--- config.mk ---
export PLATFORM = sky130hd
export DESIGN_NAME = day_count_to_calendar_date
export DESIGN_NICKNAME = d
export VERILOG_FILES = /design/src/design/dcc_pkg.sv /design/src/design/dcc_divide.sv /design/src/design/dcc_year.sv /design/src/design/dcc_month.sv /design/src/design/day_count_to_calendar_date.sv
export SDC_FILE = /design/constraint.sdc
export NUM_CORES = 1
export LEC_CHECK = 0
export BUFFER_PORTS_ARGS = -buffer_cell sky130_fd_sc_hd__buf_2
export CORE_MARGIN = 2
export CORE_UTILIZATION = 30
export CTS_BUF_LIST = sky130_fd_sc_hd__clkbuf_8 sky130_fd_sc_hd__clkbuf_16
export CTS_CLUSTER_SIZE = 30
export DETAILED_ROUTE_END_ITERATION = 6
export SKIP_CTS_REPAIR_TIMING = 1
export SLEW_MARGIN = 20
export SYNTH_ARGS = -nofsm -noshare
export SYNTH_HDL_FRONTEND = slang
export SYNTH_SLANG_ARGS = --single-unit
--- constraint.sdc ---
create_clock -name clk -period 4.9 [get_ports clk]
set_input_delay 1.225 -clock clk [delete_from_list [all_inputs] [get_ports clk]]
set_output_delay 1.225 -clock clk [all_outputs]
set_load 0.01 [all_outputs]
--- src/design/dcc_pkg.sv ---
// ----------------------------------------------------------------------------
// dcc_pkg
// Types, constants and the month table of the day count to date converter.
// ----------------------------------------------------------------------------
package dcc_pkg;

	localparam int unsigned EPOCH_YEAR   = 1980;
	localparam int unsigned LEAP_DAYS    = 366;
	localparam int unsigned COMMON_DAYS  = 365;
	localparam int unsigned QUAD_DAYS    = LEAP_DAYS + 3 * COMMON_DAYS;
	localparam int unsigned MIN_PER_HOUR = 60;
	localparam int unsigned DAYS_PER_WK  = 7;

	// Reciprocals for the constant divisions; each estimate is at most one low.
	localparam int unsigned RECIP_QUAD_SHIFT = 20;
	localparam int unsigned RECIP_QUAD = (1 << RECIP_QUAD_SHIFT) / QUAD_DAYS;
	localparam int unsigned RECIP_WK_SHIFT = 18;
	localparam int unsigned RECIP_WK = (1 << RECIP_WK_SHIFT) / DAYS_PER_WK;
	localparam int unsigned RECIP_HOUR_SHIFT = 16;
	localparam int unsigned RECIP_HOUR = (1 << RECIP_HOUR_SHIFT) / MIN_PER_HOUR;

	typedef struct packed {
		logic [14:0] days_since_epoch;
		logic [10:0] minutes_of_day;
	} day_in_t;

	typedef struct packed {
		logic [11:0] year;
		logic [3:0]  month;
		logic [4:0]  day_of_month;
		logic [2:0]  weekday;
		logic [5:0]  hour;
		logic [5:0]  minute;
	} date_out_t;

	// After the division stages: four-year cycle index and the day inside it.
	typedef struct packed {
		logic [4:0]  quad;
		logic [10:0] quad_rem;
		logic [2:0]  weekday;
		logic [5:0]  hour;
		logic [5:0]  minute;
	} dcc_div_t;

	// After the year stage: year, zero-based day of year and leap flag.
	typedef struct packed {
		logic [11:0] year;
		logic [8:0]  doy;
		logic        leap;
		logic [2:0]  weekday;
		logic [5:0]  hour;
		logic [5:0]  minute;
	} dcc_ydate_t;

	// Zero-based day of year on which month m (zero-based) begins.
	function automatic logic [8:0] month_start(input logic leap, input logic [3:0] m);
		logic [8:0] base;
		case (m)
			4'd0:    base = 9'd0;
			4'd1:    base = 9'd31;
			4'd2:    base = 9'd59;
			4'd3:    base = 9'd90;
			4'd4:    base = 9'd120;
			4'd5:    base = 9'd151;
			4'd6:    base = 9'd181;
			4'd7:    base = 9'd212;
			4'd8:    base = 9'd243;
			4'd9:    base = 9'd273;
			4'd10:   base = 9'd304;
			4'd11:   base = 9'd334;
			default: base = 9'd0;
		endcase
		return (leap && (m >= 4'd2)) ? base + 9'd1 : base;
	endfunction

endpackage

--- src/design/dcc_divide.sv ---
// ----------------------------------------------------------------------------
// dcc_divide
// Two stages: reciprocal estimates, then remainder and one-step correction.
// ----------------------------------------------------------------------------
module dcc_divide import dcc_pkg::*; (
	input  logic     clk,
	input  logic     arst_n,
	input  logic     up_valid,
	output logic     up_stall,
	input  day_in_t  up_data,
	output logic     dn_valid,
	input  logic     dn_stall,
	output dcc_div_t dn_data
);

	logic        valid_s1, valid_s2;
	logic        en_s1, en_s2;
	logic [14:0] days_s1;
	logic [4:0]  q4_s1;
	logic [15:0] d1_s1;
	logic [12:0] q7_s1;
	logic [10:0] mins_s1;
	logic [5:0]  qh_s1;
	dcc_div_t    div_s2;

	logic [24:0] prod4;
	logic [31:0] prod7;
	logic [21:0] prodh;
	logic [15:0] d1;
	logic [15:0] r4_raw;
	logic [15:0] r7_raw;
	logic [11:0] rh_raw;
	dcc_div_t    div_c;

	assign en_s2    = !valid_s2 || !dn_stall;
	assign en_s1    = !valid_s1 || en_s2;
	assign up_stall = !en_s1;
	assign dn_valid = valid_s2;
	assign dn_data  = div_s2;

	assign d1    = 16'(up_data.days_since_epoch) + 16'd1;
	assign prod4 = 25'(up_data.days_since_epoch) * 25'(RECIP_QUAD);
	assign prod7 = 32'(d1) * 32'(RECIP_WK);
	assign prodh = 22'(up_data.minutes_of_day) * 22'(RECIP_HOUR);

	// The estimates may fall one short; the remainders then reach one divisor
	// too many and are pulled back below.
	assign r4_raw = 16'(days_s1) - 16'(16'(q4_s1) * 16'(QUAD_DAYS));
	assign r7_raw = d1_s1 - 16'(16'(q7_s1) * 16'(DAYS_PER_WK));
	assign rh_raw = 12'(mins_s1) - 12'(12'(qh_s1) * 12'(MIN_PER_HOUR));

	always_comb begin
		if (r4_raw >= 16'(QUAD_DAYS)) begin
			div_c.quad     = q4_s1 + 5'd1;
			div_c.quad_rem = 11'(r4_raw - 16'(QUAD_DAYS));
		end else begin
			div_c.quad     = q4_s1;
			div_c.quad_rem = 11'(r4_raw);
		end
		if (r7_raw >= 16'(DAYS_PER_WK)) begin
			div_c.weekday = 3'(r7_raw - 16'(DAYS_PER_WK)) + 3'd1;
		end else begin
			div_c.weekday = 3'(r7_raw) + 3'd1;
		end
		if (rh_raw >= 12'(MIN_PER_HOUR)) begin
			div_c.hour   = qh_s1 + 6'd1;
			div_c.minute = 6'(rh_raw - 12'(MIN_PER_HOUR));
		end else begin
			div_c.hour   = qh_s1;
			div_c.minute = 6'(rh_raw);
		end
	end

	always_ff @(posedge clk or negedge arst_n) begin
		if (!arst_n) begin
			valid_s1 <= 1'b0;
			valid_s2 <= 1'b0;
		end else begin
			if (en_s1) begin
				valid_s1 <= up_valid;
			end
			if (en_s2) begin
				valid_s2 <= valid_s1;
			end
		end
	end

	always_ff @(posedge clk) begin
		if (en_s1 && up_valid) begin
			days_s1 <= up_data.days_since_epoch;
			q4_s1   <= prod4[RECIP_QUAD_SHIFT +: 5];
			d1_s1   <= d1;
			q7_s1   <= prod7[RECIP_WK_SHIFT +: 13];
			mins_s1 <= up_data.minutes_of_day;
			qh_s1   <= prodh[RECIP_HOUR_SHIFT +: 6];
		end
		if (en_s2 && valid_s1) begin
			div_s2 <= div_c;
		end
	end

endmodule

--- src/design/dcc_year.sv ---
// ----------------------------------------------------------------------------
// dcc_year
// Splits the day within a four-year cycle into year and day of year.
// ----------------------------------------------------------------------------
module dcc_year import dcc_pkg::*; (
	input  logic       clk,
	input  logic       arst_n,
	input  logic       up_valid,
	output logic       up_stall,
	input  dcc_div_t   up_data,
	output logic       dn_valid,
	input  logic       dn_stall,
	output dcc_ydate_t dn_data
);

	localparam int unsigned Y1_START = LEAP_DAYS;
	localparam int unsigned Y2_START = Y1_START + COMMON_DAYS;
	localparam int unsigned Y3_START = Y2_START + COMMON_DAYS;

	logic       valid_s3;
	logic       en_s3;
	dcc_ydate_t yd_s3;
	dcc_ydate_t yd_c;
	logic [1:0] yoff;

	assign en_s3    = !valid_s3 || !dn_stall;
	assign up_stall = !en_s3;
	assign dn_valid = valid_s3;
	assign dn_data  = yd_s3;

	// Every cycle starts with a leap year: all years from 1980 to 2069 that
	// are multiples of four are leap years, 2000 included.
	always_comb begin
		if (up_data.quad_rem < 11'(Y1_START)) begin
			yoff       = 2'd0;
			yd_c.doy   = 9'(up_data.quad_rem);
		end else if (up_data.quad_rem < 11'(Y2_START)) begin
			yoff       = 2'd1;
			yd_c.doy   = 9'(up_data.quad_rem - 11'(Y1_START));
		end else if (up_data.quad_rem < 11'(Y3_START)) begin
			yoff       = 2'd2;
			yd_c.doy   = 9'(up_data.quad_rem - 11'(Y2_START));
		end else begin
			yoff       = 2'd3;
			yd_c.doy   = 9'(up_data.quad_rem - 11'(Y3_START));
		end
		yd_c.leap    = (yoff == 2'd0);
		yd_c.year    = 12'(EPOCH_YEAR) + 12'({up_data.quad, 2'b00}) + 12'(yoff);
		yd_c.weekday = up_data.weekday;
		yd_c.hour    = up_data.hour;
		yd_c.minute  = up_data.minute;
	end

	always_ff @(posedge clk or negedge arst_n) begin
		if (!arst_n) begin
			valid_s3 <= 1'b0;
		end else if (en_s3) begin
			valid_s3 <= up_valid;
		end
	end

	always_ff @(posedge clk) begin
		if (en_s3 && up_valid) begin
			yd_s3 <= yd_c;
		end
	end

endmodule

--- src/design/dcc_month.sv ---
// ----------------------------------------------------------------------------
// dcc_month
// Finds month and day of month from the day of year; holds the result.
// ----------------------------------------------------------------------------
module dcc_month import dcc_pkg::*; (
	input  logic       clk,
	input  logic       arst_n,
	input  logic       up_valid,
	output logic       up_stall,
	input  dcc_ydate_t up_data,
	output logic       dn_valid,
	input  logic       dn_stall,
	output date_out_t  dn_data
);

	logic       valid_s4;
	logic       en_s4;
	date_out_t  date_s4;
	date_out_t  date_c;
	logic [3:0] mon_idx;
	logic [8:0] day_idx;

	assign en_s4    = !valid_s4 || !dn_stall;
	assign up_stall = !en_s4;
	assign dn_valid = valid_s4;
	assign dn_data  = date_s4;

	// Eleven independent compares against the month starts; the last hit wins.
	always_comb begin
		mon_idx = 4'd0;
		for (int m = 1; m < 12; m++) begin
			if (up_data.doy >= month_start(up_data.leap, 4'(m))) begin
				mon_idx = 4'(m);
			end
		end
	end

	assign day_idx = up_data.doy - month_start(up_data.leap, mon_idx);

	always_comb begin
		date_c.year         = up_data.year;
		date_c.month        = mon_idx + 4'd1;
		date_c.day_of_month = 5'(day_idx) + 5'd1;
		date_c.weekday      = up_data.weekday;
		date_c.hour         = up_data.hour;
		date_c.minute       = up_data.minute;
	end

	always_ff @(posedge clk or negedge arst_n) begin
		if (!arst_n) begin
			valid_s4 <= 1'b0;
		end else if (en_s4) begin
			valid_s4 <= up_valid;
		end
	end

	always_ff @(posedge clk) begin
		if (en_s4 && up_valid) begin
			date_s4 <= date_c;
		end
	end

endmodule

--- src/design/day_count_to_calendar_date.sv ---
// ----------------------------------------------------------------------------
// day_count_to_calendar_date
// Converts days since 1980-01-01 and minutes since midnight into a date.
// ----------------------------------------------------------------------------
//  Channel   Handshake            Payload     Role
//  day       day_valid/day_stall  day_data    day count and minute count in
//  date      date_valid/date_stall date_data  year, month, day, weekday, time out
//
//  Each transaction passes through four register stages: the reciprocal
//  multipliers, the remainder correction, the year split and the month
//  compare. A new transaction may enter every cycle while day_stall is low.
//  Reset clears only the valid bits of the four stages.
//  A stall on the date side holds the full stages and travels back to
//  day_stall only when every stage ahead holds a transaction.
// ----------------------------------------------------------------------------
module day_count_to_calendar_date import dcc_pkg::*; (
	input  logic      clk,
	input  logic      arst_n,
	input  logic      day_valid,
	output logic      day_stall,
	input  day_in_t   day_data,
	output logic      date_valid,
	input  logic      date_stall,
	output date_out_t date_data
);

	// Links between the pipeline sections, each a valid/stall pair with its
	// payload, the same handshake as on the outside ports.
	logic       div_valid;
	logic       div_stall;
	dcc_div_t   div_data;
	logic       yd_valid;
	logic       yd_stall;
	dcc_ydate_t yd_data;

	// Stages one and two: the day count is divided by the length of a
	// four-year cycle, the day count plus one by seven for the weekday (day
	// zero is a Tuesday), and the minute count by sixty. The hour is not
	// wrapped at 24, so minute counts past one day give hours up to 34.
	dcc_divide u_divide (
		.clk      (clk),
		.arst_n   (arst_n),
		.up_valid (day_valid),
		.up_stall (day_stall),
		.up_data  (day_data),
		.dn_valid (div_valid),
		.dn_stall (div_stall),
		.dn_data  (div_data)
	);

	// Stage three: the day within the cycle picks one of the four years.
	dcc_year u_year (
		.clk      (clk),
		.arst_n   (arst_n),
		.up_valid (div_valid),
		.up_stall (div_stall),
		.up_data  (div_data),
		.dn_valid (yd_valid),
		.dn_stall (yd_stall),
		.dn_data  (yd_data)
	);

	// Stage four: month and day of month from the day of year; this stage
	// is also the output register of the date channel.
	dcc_month u_month (
		.clk      (clk),
		.arst_n   (arst_n),
		.up_valid (yd_valid),
		.up_stall (yd_stall),
		.up_data  (yd_data),
		.dn_valid (date_valid),
		.dn_stall (date_stall),
		.dn_data  (date_data)
	);

endmodule

* Yosys cells after proc, flatten, opt, wreduce, memory -nomap -nowiden *
Memory sizes are Yosys's and may differ from the RTL's.
Index checks and enable logic that the tools add are counted.

storage, ports and cells
  bits in read-only memories = 144
  logic and storage cells = 119
  memories = 1
  flip-flop bits (word level) = 174
  bits of input ports = 30
  output and inout port bits = 38

cells by class
  reduce and logical (&&, ||, !) cells = 16
  order comparisons = 18
  multiply operators = 6
  add/sub/neg operators = 20
  muxes and demuxes = 31

memory list
  memory            depth  bits a word  read ports  clocked after memory_dff  wr ports  RTL line       source
  (name not given)  16     9            1           0                         0         dcc_pkg.sv:58  case (m)

operators with widths
  cell                                                                             count
  4-bit 2-to-1 mux                                                                 11
  9-bit by 8-bit >= comparator with 1-bit output                                   4
  16-bit by 16-bit multiplier with 31-bit output (second input constant)           1
  9-bit >= comparator                                                              3
  9-bit 2-to-1 mux                                                                 3
  15-bit by 10-bit multiplier with 25-bit output (second input constant)           1
  11-bit by 9-bit multiplier with 20-bit output (second input constant)            1
  9-bit by 7-bit >= comparator with 1-bit output                                   2
  15-bit by 1-bit adder with 16-bit output (second input constant)                 1
  16-bit by 11-bit >= comparator with 1-bit output (second input constant)         1
  16-bit by 3-bit >= comparator with 1-bit output (second input constant)          1
  13-bit by 3-bit multiplier with 16-bit output (second input constant)            1
  5-bit by 11-bit multiplier with 16-bit output (second input constant)            1
  16-bit 2-to-1 mux                                                                1
  15-bit by 16-bit subtractor with 16-bit output                                   1
  16-bit subtractor                                                                1
  5-bit by 1-bit adder with 5-bit output (second input constant)                   3
  11-bit by 7-bit adder with 12-bit output (first input constant)                  1
  12-bit by 2-bit adder with 12-bit output                                         1
  12-bit by 6-bit >= comparator with 1-bit output (second input constant)          1
  12-bit 2-to-1 mux                                                                1
  11-bit by 12-bit subtractor with 12-bit output                                   1
  11-bit by 10-bit less-than comparator with 1-bit output (second input constant)  1
  11-bit less-than comparator (second input constant)                              1
  23 further kinds                                                                 47

* Depth between registers and ports, before layout *
Gate-level depths: netlist of the first run.

  word-level depth = 17
  gate-level depth with buffers = 25
  depth with buffers taken out = 25

* Modules after synthesis *
From an unflattened synthesis of the first run, not the netlist that was laid out.

second synthesis, totals
  cells, all modules = 1626
  area total of the unflattened synthesis = 17825.8 um^2

modules (own cells, without submodules)
  module      area an instance (um^2)  cells each  instances  sequential area each (um^2)
  dcc_divide  13731.9                  1302        1          2962.8
  dcc_month   2137.0                   166         1          1106.1
  dcc_year    1956.9                   158         1          1136.1

* Worst setup path after synthesis of the first run *
No wires, ideal clock.

  path kind = in2reg
  start point = input day_data[11] (netlist name)
  end point = register u_divide.q7_s1[7], data pin
  library setup time = 0.258 ns
  cell stages on the path = 21
  data required time = 4.642 ns
  data arrival time = 6.300 ns
  path slack = -1.657 ns
  buffers on the path = 0
  cells stage by stage = ha_1 -> and3_1 -> and3_1 -> xnor2_1 -> ha_1 -> ha_1 -> fa_1 -> inv_1 -> fa_1 -> inv_1 -> fa_1 -> ha_1 -> a21o_1 -> a21o_1 -> a21oi_1 -> nor3_1 -> o41ai_2 -> o22ai_1 -> o41a_1 -> a21oi_1 -> xnor2_1

between the ends
  longest elaborated chain between the ends = 2

RTL lines
  element                                         RTL line                          source
  from (decl)                                     day_count_to_calendar_date.sv:21  input day_in_t day_data,
  15-bit by 1-bit adder with 16-bit output        dcc_divide.sv:41                  assign d1 = 16'(up_data.days_since_epoch) + 16'd1;
  net u_divide.d1[10]                             dcc_divide.sv:29                  logic [15:0] d1;
  16-bit by 16-bit multiplier with 31-bit output  dcc_divide.sv:43                  assign prod7 = 32'(d1) * 32'(RECIP_WK);
  net u_divide.prod7[25]                          dcc_divide.sv:27                  logic [31:0] prod7;
  to (signal assigned)                            dcc_divide.sv:93                  q7_s1 <= prod7[RECIP_WK_SHIFT +: 13];
  to (decl)                                       dcc_divide.sv:21                  logic [12:0] q7_s1;

The timed path passes the listed nets, and every way through them passes these cells.
A chain may end at the register's enable or synchronous reset.

* Worst setup path after layout of the first run *
  start point = input day_data[16] (netlist name)
  end point = register u_divide.q7_s1[7], data pin

Same word-level chain as after synthesis.

==> results of run 1 <==
## how the worst max path moves through the flow
stage,endpoint,slack [ns]
floorplan,u_divide.q7_s1[7],-1.17
global placement,u_divide.q7_s1[7],-1.64
detailed placement,u_divide.q7_s1[7],-1.67
global route,u_divide.q7_s1[7],-1.14
finish,u_divide.q7_s1[7],-1.04
CTS,u_divide.q7_s1[7],-1.18
## stage by stage
stage               instances  worst slack [ns]  setup TNS [ns]
floorplan                1611             -1.17          -11.22
global placement         2597             -1.64          -21.06
detailed placement       2597             -1.67          -21.57
CTS                      2629             -1.18          -13.00
global route             2653             -1.14          -13.28
finish                   2653             -1.04          -11.10
## sequential cells by signal (all words and copies together) (netlist names)
name               flops
u_year.dn_data        37
u_month.dn_data       36
u_divide.dn_data      31
u_divide.d1_s1        16
u_divide.days_s1      15
u_divide.q7_s1        13
u_divide.mins_s1      11
u_divide.qh_s1         6
u_divide.q4_s1         5
u_divide.dn_valid      1
u_divide.valid_s1      1
u_month.dn_valid       1
u_year.dn_valid        1
## cell usage in the layout (no fill, tap or decap), types with 52 or more instances in the layout
cell type  instances
nor2_1            71
a21oi_1           52
xnor2_1           60
ha_1             311
inv_1            289
buf_4            183
edfxtp_1         170
nand2_1           58
buf_2             60
fa_1             132
## layout make-up
| class | instances | area, um^2 |
|---|---|---|
| Clock inverter | 15 | 194 |
| Multi-Input combinational cell | 1130 | 12000 |
| Inverter | 292 | 1100 |
| Clock buffer | 17 | 425 |
| Sequential cell | 174 | 5200 |
| Tap cell | 765 | 957 |
| Timing Repair Buffer | 260 | 1900 |
| Fill cell | 5638 | 36100 |
## critical path: stages
cell     delay (ns)
buf_8          0.09
ha_4           0.13
nand4_1        0.24
nor2_4         0.22
buf_6          0.12
xnor2_2        0.14
buf_4          0.17
ha_1           0.24
ha_1           0.32
fa_2           0.55
fa_1           0.43
fa_1           0.55
ha_4           0.22
nor2_2         0.16
nor4_2         0.07
o41ai_2        0.35
buf_4          0.21
o22ai_4        0.07
o41a_1         0.36
a21oi_2        0.17
xnor2_1        0.08
## metal layers
layer	up-vias	track usage (%)	share of wire [%]	wire length, um
met5	-	0	0	0
met4	0	3.05	1.5	563
met2	151	21.9	50	18200
met3	36	1.82	2.7	997
li1	6106	-	-	-
met1	5922	16.0	46	17000
## kinds of logic after synthesis
group / share of synthesized area [%]
fa+ha+maj: 39.7
compound gates: 10.8
flops: 29.5
simple gates: 7.83
buf+inv: 6.62
mux: 0.568
xor+xnor: 4.92
==> metrics.csv, run 1 <==
metric,value,unit
Crit. End Element,register,
core footprint,57900,um^2
IO Count,68,
sequential-to-total area share from yosys stat,29.5,%
violated checks,negative setup slack,
Hold Slack,0.412,ns
TritonCTS clock tree,built,
post-synth cell types,86,
# DRC,0,
first-pass GRT wire length,61.3,mm
"Async S/R FF share, synth",2.30,%
DP HPWL,31.0,mm
clock skew,0.0151,ns
Num CTS Buffers,17,
"Reg clk slew, reported paths",0.08,ns
Reg2Reg Depth,24,
hold wc startpoint,u_year.dn_data[26],
Seq cells post-synth,174,
Synth top area share,29.0,%
vias per cell,4.60,
H-tree levels,4,
Synth Instances,1611,
1st-iter DRT viols,476,
layout cell share with drive strength beyond 1,22.5,%
Final #Nets,2382,
fin crit period,5.94,ns
worst r2r src,u_year.dn_data[16],
CP startpoint kind,input pin,
"top cells by area, synth","edfxtp_1 (29%), ha_1 (24%), fa_1 (16%)",
CP startpoint,day_data[16],
final worst setup slack,-1.04,ns
"EDFF count, synth",170,
critical path type,in2reg,
r2r setup slk,0.23,ns
top_reg_cell synth,edfxtp_1,
Netlist Area Pre-Place,17600,um^2
ant diodes,0,
Util after Layout,37.6,%
"Net Count, Synth",2118,
DR WL/cell,13.8,um
Routed Antenna Nets,0,
Slew HR,18.3,%
area grow syn2layout,23.7,%
DP Area,20400,um^2
cell taking the most area after synthesis,edfxtp_1,
Yosys Warn Count,0,
final worst-path cycle share,121,%
die area,60700,um^2
drt pass-1 iters,5,
final setup vio count,17,
DIE WIDTH,246,um
largest net degree at the start of global routing,38,
worst endpoint required time,5.10,ns
Global Route Usage Sum,12.4,%
fmax,168,MHz
CTS max path bufs,2,
r2r endpoint,u_month.dn_data[19],
Hold Crit Depth,0,
"Hold Violations, Final",0,
Worst Hold Class,reg2reg,
clock latency on the worst-skew pair,0.45,ns
Initial Utilization,30.4,%
initial antenna violation count,0,
row cnt,88,
Port Buffers,67,
final-report max-slew violation count,0,
Least-Margin Pin Slew,1.21,ns
RSZ-0062 raised after global routing,true,
via count,12200,
vias in the first global route,12700,
TritonCTS sink count,174,
crit path DAT,6.14,ns
max_cap viols,0,
Final Instance Area,21800,um^2
Worst Hold Path EP,u_month.dn_data[25],
status,"finished, violations left",
total grt overflow,0,
GPL Wtd Cong,0.868,
root buffer cell,clkbuf_16,
"Avg Cell Area, Syn",10.9,um^2
die height,246,um
Post-synth top cells,"ha_1 (340), inv_1 (291), edfxtp_1 (170)",
CP max FO,3,
drt total wl,36.7,mm
"count leader, synth",ha_1,
Power of run 1 is left out: the tool's default activity adds up to more than one toggle a clock period on the data nets, which glitch-free logic cannot reach.
==> inputs of run 2 (changes only) <==
Settings changed: ABC_AREA from default to 1.
==> run 2 against run 1 <==
Net effect:
- the run still ends with negative setup slack left
- via count is 6.4% higher
- synthesized cell count is 15% higher
- setup slack better by 0.35 ns
- non-clock buffer count is 17 lower
- final area is 1.1% higher
- critical path depth is 1 lower
- cell count is 8.8% higher
==> metrics.csv, run 2 <==
metric,value,unit
status,"finished, violations left",
violated checks,negative setup slack,
crit path DAT,5.81,ns
Util after Layout,37.2,%
fin crit period,5.60,ns
Initial Utilization,30.5,%
Seq cells post-synth,174,
Post-synth top cells,"inv_1 (370), ha_1 (340), nand2_1 (260)",
"Net Count, Synth",2354,
crit-path cells,buf_8 > ha_4 > nand4_1 > xor2_2 > buf_4 > inv_1 > fa_1 > inv_2 > fa_1 > fa_1 > fa_2 > ha_4 > nand2_4 > nor4_4 > nand3_1 > o211ai_1 > nand2_1 > o211ai_1 > a31oi_1 > xor2_1,
Crit. End Element,register,
CP max FO,3,
drt total wl,39.5,mm
TritonCTS clock tree,built,
core footprint,59200,um^2
first-pass GRT wire length,66.3,mm
die height,249,um
critical path type,in2reg,
Port Buffers,67,
clock skew,0.0150,ns
drt pass-1 iters,7,
"Avg Cell Area, Syn",9.77,um^2
metal3 WL,1.18,mm
fmax,179,MHz
Synth Instances,1847,
DP HPWL,33.9,mm
max layer used,met4,
final worst setup slack,-0.696,ns
area grow syn2layout,22.2,%
via count,13000,
Global Route Usage Sum,13.0,%
max FFs per register,37,
final worst-path cycle share,114,%
# DRC,0,
most frequent cells in the layout,"inv_1 (362), ha_1 (304), nand2_1 (254), buf_4 (176), edfxtp_1 (170)",
Synth top area share,28.3,%
"commonest non-fill, non-tap cell in the layout",inv_1,
"Async S/R FF share, synth",2.30,%
cell taking the most area after synthesis,edfxtp_1,
Netlist Area Pre-Place,18000,um^2
CP max stage cell,fa_1,
"top cells by area, synth","edfxtp_1 (28%), ha_1 (24%), fa_1 (15%)",
Final #Nets,2608,
clock latency on the worst-skew pair,0.45,ns
WL met2,19.8,mm
"Reg clk slew, reported paths",0.09,ns
largest net degree at the start of global routing,67,
GPL Wtd Cong,0.867,
DR WL/cell,13.7,um
Least-Margin Pin Slew,0.845,ns
post-synth cell types,50,
total grt overflow,0,
final-report max-slew violation count,0,
RSZ-0062 raised after global routing,true,
Met1 Routed Length,18.0,mm
CP most frequent cell,fa_1,
Slew HR,43.7,%
CP startpoint kind,input pin,
worst endpoint required time,5.11,ns
ant diodes,0,
1st-iter DRT viols,581,
vias in the first global route,13600,
IO Count,68,
final setup vio count,17,
max_cap viols,0,
TritonCTS sink count,174,
"count leader, synth",inv_1,
CP peak stage delay,0.59,ns
root buffer cell,clkbuf_16,
Yosys Warn Count,0,
die area,62100,um^2
"Hold Violations, Final",0,
initial antenna violation count,1,
row cnt,89,
Num CTS Buffers,17,
sequential-to-total area share from yosys stat,28.9,%
top_reg_cell synth,edfxtp_1,
"EDFF count, synth",170,
layout cell share with drive strength beyond 1,18.5,%
Routed Antenna Nets,0,
CTS max path bufs,2,
DIE WIDTH,249,um
vias per cell,4.50,
Worst Hold Class,reg2reg,
H-tree levels,4,
-- run 2: cell types whose count changed after synthesis, sizes merged, moves of 26 or more --
cell   before  now
xnor2      71   28
xor2       27   88
nand4      12   38
a21oi      66  117
nand2      60  264
inv       291  374
-- run 2: cells by family (layout without fill, tap and decap cells) --
group,count (synthesis),in the layout,synth area share [%]
fa+ha+maj,477,477,38.8
simple gates,460,460,11.2
buf+inv,383,650,8.05
compound gates,236,236,7.37
flops,174,174,28.9
xor+xnor,116,116,5.67
mux,1,1,0.0624
-- run 2: layout make-up --
class	instances	area (um^2)
Fill cell	5892	37200
Multi-Input combinational cell	1290	12100
Sequential cell	174	5200
Timing Repair Buffer	243	1730
Inverter	375	1410
Tap cell	773	967
Clock buffer	17	425
Clock inverter	15	218
-- run 2: per-stage QoR --
stage          TNS (ns)  setup slack (ns)  cell area, um^2  hold slack (ns)  instances
6_report          -6.87            -0.696            22000            0.411       2887
5_1_grt           -9.82            -0.876            22000            0.410       2887
4_1_cts           -9.49            -0.911            21400            0.412       2877
3_5_place_dp     -18.22             -1.39            20800            0.405       2845
3_3_place_gp     -16.43             -1.27            20800            0.404       2845
2_1_floorplan     -7.26            -0.852            18300            0.400       1847
-- run 2: path summary, 6_finish.rpt --
check / start / end / slack [ns] / cells past startpoint
min in group asynchronous: arst_n / u_month.dn_valid / 0.57 / 1
max reg2reg: u_year.dn_data[16] / u_month.dn_data[19] / 0.42 / 34
max: day_data[17] / u_divide.q7_s1[10] / -0.70 / 20
max in group asynchronous: arst_n / u_divide.valid_s1 / 4.19 / 1
min: u_year.dn_data[32] / u_month.dn_data[31] / 0.41 / 0
min reg2reg: u_year.dn_data[32] / u_month.dn_data[31] / 0.41 / 0
-- run 2: worst max-delay path, delay by kind of cell --
family | cells | cell delay [ns]
xor+xnor | 2 | 0.44
simple gates | 5 | 0.71
buf+inv | 4 | 0.35
fa+ha+maj | 6 | 2.47
compound gates | 3 | 0.59
-- run 2: per-layer routing --
layer | vias up | GRT usage, %
li1 | 6602 | -
met1 | 6205 | 16.3
met2 | 157 | 23.3
met3 | 29 | 2.18
met4 | 0 | 3.01
met5 | - | 0
Power of run 2 is left out for the same reason.
